<file path="src/design/wmu_pkg.sv">
// Shared types and constants for the watchpoint match unit.
package wmu_pkg;

	localparam int SLOTS_DEF = 16;
	localparam int ID_W      = 31;
	localparam int ADDR_W    = 32;
	localparam int CAP_W     = 5;
	localparam int MAX_RES   = 16;

	typedef enum logic [2:0] {
		OP_ADD    = 3'd0,
		OP_REMOVE = 3'd1,
		OP_CLEAR  = 3'd2,
		OP_READ   = 3'd3,
		OP_WRITE  = 3'd4,
		OP_POLL   = 3'd5,
		OP_LIST   = 3'd6,
		OP_NONE   = 3'd7
	} op_t;

	localparam logic [1:0] KIND_READ  = 2'd0;
	localparam logic [1:0] KIND_WRITE = 2'd1;
	localparam logic [1:0] KIND_EXEC  = 2'd2;

	typedef enum logic [1:0] {
		ST_IDLE,
		ST_LIST,
		ST_OUT
	} state_t;

	// input item
	typedef struct packed {
		logic [CAP_W-1:0]  list_cap;
		logic [31:0]       program_counter;
		logic [7:0]        data_byte;
		logic [ID_W-1:0]   watch_id;
		logic [31:0]       span;
		logic [31:0]       address;
		logic [1:0]        watch_kind;
		logic [2:0]        operation;
	} in_item_t;

	// result item
	typedef struct packed {
		logic              last;
		logic [CAP_W-1:0]  list_count;
		logic              hit_write;
		logic [7:0]        hit_value;
		logic [31:0]       hit_pc;
		logic [31:0]       length_out;
		logic [31:0]       address_out;
		logic [1:0]        kind_out;
		logic [ID_W-1:0]   result_id;
		logic              ok;
	} out_item_t;

	// controller to datapath
	typedef struct packed {
		logic do_op;       // execute the captured operation, restart list scan
		logic list_step;   // examine one slot in list scan
	} cmd_t;

	// datapath to controller
	typedef struct packed {
		logic is_list;
		logic has_result;  // captured op yields one result
		logic list_emit;   // current list slot produces an entry, or an empty scan ends
		logic list_done;   // list scan finished after this step
	} sts_t;

endpackage

</file>
<file path="src/design/wmu_ctrl.sv">
// Controller state machine for the watchpoint match unit.
module wmu_ctrl (
	input  logic           clk,
	input  logic           arst_n,
	input  logic           in_valid,
	output logic           in_ready,
	output logic           out_valid,
	input  logic           out_ready,
	output wmu_pkg::cmd_t  cmd,
	input  wmu_pkg::sts_t  sts
);
	import wmu_pkg::*;

	state_t state_q, state_d;
	logic   in_fire, out_fire;

	assign in_fire  = in_valid & in_ready;
	assign out_fire = out_valid & out_ready;

	// next state; list resumes after each emitted non-final entry
	always_comb begin
		state_d = state_q;
		unique case (state_q)
			ST_IDLE: begin
				if (in_fire) begin
					if (sts.is_list) state_d = ST_LIST;
					else if (sts.has_result) state_d = ST_OUT;
				end
			end
			ST_LIST: begin
				if (sts.list_emit || sts.list_done) state_d = ST_OUT;
			end
			ST_OUT: begin
				if (out_fire)
					state_d = (sts.is_list && !sts.list_done) ? ST_LIST : ST_IDLE;
			end
			default: state_d = ST_IDLE;
		endcase
	end

	// outputs; a list entry waits in ST_OUT, then scanning resumes unless it was the last
	always_comb begin
		in_ready        = 1'b0;
		out_valid       = 1'b0;
		cmd             = '0;
		unique case (state_q)
			ST_IDLE: begin
				in_ready        = 1'b1;
				cmd.do_op       = in_fire;
			end
			ST_LIST: cmd.list_step = 1'b1;
			ST_OUT: out_valid = 1'b1;
			default: ;
		endcase
	end

	always_ff @(posedge clk or negedge arst_n) begin
		if (!arst_n) state_q <= ST_IDLE;
		else state_q <= state_d;
	end

endmodule

</file>
<file path="config.mk">
export PLATFORM = sky130hd
export DESIGN_NAME = wmu_ctrl
export DESIGN_NICKNAME = d
export VERILOG_FILES = /design/src/design/wmu_pkg.sv /design/src/design/wmu_ctrl.sv
export SDC_FILE = /design/constraint.sdc
export NUM_CORES = 1
export LEC_CHECK = 0
export BUFFER_PORTS_ARGS = -buffer_cell sky130_fd_sc_hd__buf_2
export CAP_MARGIN = 20
export CORE_AREA = 3 3 40 42
export CTS_BUF_LIST = sky130_fd_sc_hd__clkbuf_16
export CTS_CLUSTER_SIZE = 28
export DETAILED_ROUTE_END_ITERATION = 12
export DIE_AREA = 0 0 43 45
export MAX_ROUTING_LAYER = met4
export PLACE_DENSITY = 0.3
export RECOVER_POWER = 100
export SLEW_MARGIN = 10
export SYNTH_ARGS = -nofsm -noshare
export SYNTH_HDL_FRONTEND = slang
export SYNTH_SLANG_ARGS = --single-unit
</file>
<file path="constraint.sdc">
create_clock -name clk -period 2 [get_ports clk]
set_input_delay 0.1 -clock clk [delete_from_list [all_inputs] [get_ports clk]]
set_output_delay 0.1 -clock clk [all_outputs]
set_load 0.05 [all_outputs]
</file>
Yosys cells after proc, flatten, opt, wreduce, memory -nomap -nowiden
Index checks and enable logic that the tools add are counted.

Bitwise gates (word level): 2. Multiplexer cells: 11. Reductions and logical operators: 5. Equal/unequal tests: 6.

Operator list (count): 2-bit two-way mux (5); 2-bit inequality test, second input constant (3); 2-bit case mux with 3 select lines (1); 1-bit two-way mux (5); 4-bit AND reduction (1); 3-bit inequality test, second input constant (1); 1-bit AND (2); 2-bit by 1-bit == test with 1-bit output, second input constant (1); 2-bit == test, second input constant (1); 2-bit logical NOT (1); 1-bit logical AND (1); 1-bit logical NOT (1); 1-bit logical OR (1).

Bits of input ports: 8. Word-level logic and storage cells: 25. Register bits: 2. Output and inout bits: 4.

Longest topological paths before layout
Depth in word-level cells: 5. Depth in mapped cells: 3. Gate-level depth less buffers: 3.

Least setup slack after synthesis
No wires, ideal clock.

Kind: reg-to-output. Start: register state_q[0]. End: output cmd[1] in the netlist's numbering. Required time: 1.900 ns. Setup slack: 0.252 ns. Cell stages (with the launch flop): 3. Data arrival time: 1.648 ns. Path buffers: 0. Cell sequence: dfrtp_1 -> nor2_1 -> and2_1.

RTL lines: start, declared (RTL line wmu_ctrl.sv:14) `state_t state_q, state_d;`; start signal, assigned (RTL line wmu_ctrl.sv:59) `else state_q <= state_d;`; end, declared (RTL line wmu_ctrl.sv:9) `output wmu_pkg::cmd_t cmd,`.

==> flow_summary.ini <==
[final_layout]
nNetsFinal = 39
reg_top3 = state_q x2
largest_register_ffs = 2
regMostFlops = state_q
fin_cells = 44
layout-drive-gt1-share_pct = 31.0
diodes = 0
fillers = 150
synthToLayoutAreaGrowth_pct = 126

[logic_synthesis]
synth_area_um2 = 121
synth_top_area_share_pct = 41.2
ys_warn_count = 0
synth_fp_nets = 22
synth.distinct_cells = 12
synth_edf_count = 0
synth_ff_type = dfrtp_1
synth_seq_area_share_pct = 41.2
netlist_top_cells_count = dfrtp_1, nor2_1
synth_area_leaders = dfrtp_1, a32oi_1, nand4b_1, nor2_1, o211ai_1
ys_ff_latch = 2
synth_async_sr_flop_share_pct = 100
syn_avg_cell_area_um2 = 8.67
synth_top_area_cell = dfrtp_1
synthCells = 14

[global_route]
grt_pass1_wl_um = 565
antenna_found_initial = 0
grt_max_degree = 5
grt-ovfl-total = 0
grt_pass1_vias = 166
grt_use_total_pct = 4.97

[placement]
hpwl_um = 314
gp_congestion = 0.654
dp_slack_ns = 0.929
numPlacedInstances = 40
portBuffers = 11

[clocking]
htree_levels = 1
cts_num_sinks = 2
root_buffer = clkbuf_16
postCtsSetupBuffers = 0
cts_tree = done
clock_latency_ns = 0.22
clk_pin_slew_worst_paths_ns = 0.03
cts_made_buffers = 3
cts_resized = 0
max-clock-path-buffers = 2

[routing]
first_pass_iters = 2
via_per_inst = 3.73
routed-wl-met2_um = 275
ant_nets = 0
drtIter0Drc = 1
routed.top_layer = met4
drt-met1-wl_um = 114
drc = 0
drt_wl_total_um = 412
wl_per_cell_um = 9.36
vias = 164
met3_length_um = 13

[worst_setup_path]
crit_slowest_cell = clkbuf_1
cp.depth = 3
crit_family = buffers and inverters
reg2regPathDepth = 3
cp.required_ns = 1.90
critPathBufInv = 1
path_cells = nor2_1 -> and2_1 -> clkbuf_1
worstPathMaxFanout = 4
max_stage_delay_ns = 0.46
critPathLaunchType = flop
end_kind = primary output
critPathKind = reg2out
critPathArrivalTime_ns = 1.42

[floorplan]
die_h_um = 45
rows = 13
die-width_um = 43
dieArea_um2 = 1940
pin_count = 12
coreArea_um2 = 1280
start_util_pct = 9.44

[sta]
rsz0062_at_grt = false
final.setup.worst_slack_ns = 0.483
worst_slew_pin_slew_ns = 0.598
post-route-period-util_pct = 75.8
fin_setup_tns_ns = 0
setup_viol = 0
fin_skew_ns = 0.000554
max_freq_mhz = 659
drv_slew = 0
hold_violations = 0
max_slew_margin_pct = 60.3
fin_crit_ns = 1.52

[job]
maxCapViolations = 0

[power_and_ir_drop]
p_per_area_nw_per_um2 = 2040
peakVddDrop_mv = 0.373
p_leak_nw = 0.124

[hold_path]
hold_class = in2reg
holdPathStages = 2

[run_status]
outcome = finished, final reports clean
[repair_timing]
action / in CTS / in global routing
hold buffers: 1 / 0
hold endpoints to repair: 2 / 0
setup endpoints to repair: 0 / 0
[layout by cell type (no fill, tap or decap)]
cell type,instances
nand2b_1,1
dlygate4sd3_1,1
and2_1,1
o211ai_1,1
o31ai_1,1
nand2_1,1
clkbuf_1,5
inv_1,1
nor2b_1,1
clkbuf_16,3
nor2_1,2
nand4b_1,1
dfrtp_1,2
o21ai_1,1
a32oi_1,1
buf_2,6
[cells by family after synthesis]
kind of cell,after synthesis,share of synthesized area [%]
flops,2,41.2
buf+inv,1,3.09
compound gates,4,23.7
simple gates,7,32.0
[per-stage QoR]
stage	instance area, µm²	total power [mW]	util [%]	hold WS, ns
global placement	195	0.272	15.2	-0.116
finish	274	0.560	21.3	0.108
CTS	280	0.577	21.8	0.109
global route	274	0.584	21.3	0.127
floorplan	121	0.220	-	-0.196
detailed placement	195	0.268	15.2	-0.113
[routing by layer]
| metal | global-route usage [%] | vias to the layer above |
|---|---|---|
| met3 | 2.39 | 2 |
| met2 | 7.78 | 2 |
| met1 | 2.65 | 79 |
| met5 | - | - |
| li1 | - | 81 |
| met4 | 9.04 | 0 |
[final timing paths]
kind / startpoint / end / slack [ns]
min in group asynchronous: arst_n / state_q[1] / 0.20
max: state_q[0] / cmd[1] / 0.48
min: sts[0] / state_q[0] / 0.11
max reg2reg: state_q[0] / state_q[0] / 1.09
max in group asynchronous: arst_n / state_q[0] / 1.68
min reg2reg: state_q[0] / state_q[0] / 0.63
[final cells by class]
cell class,instances,area [µm²],share of cell area [%]
multi-input cells,11,67.6,24.7
clock buffers,3,75.1,27.4
repair buffers,12,58.8,21.5
flip-flops and latches,2,50.0,18.3
well taps,15,18.8,6.85
inverters,1,3.75,1.37
[power breakdown]
part | switching (mW) | leakage, nW | internal (mW)
Combinational | 0.156 | 0.0611 | 0.0397
Clock | 0.0461 | 0.0370 | 0.254
Sequential | 0.00936 | 0.0259 | 0.0547
Total | 0.211 | 0.124 | 0.349
(Power assumes the default switching activity.)
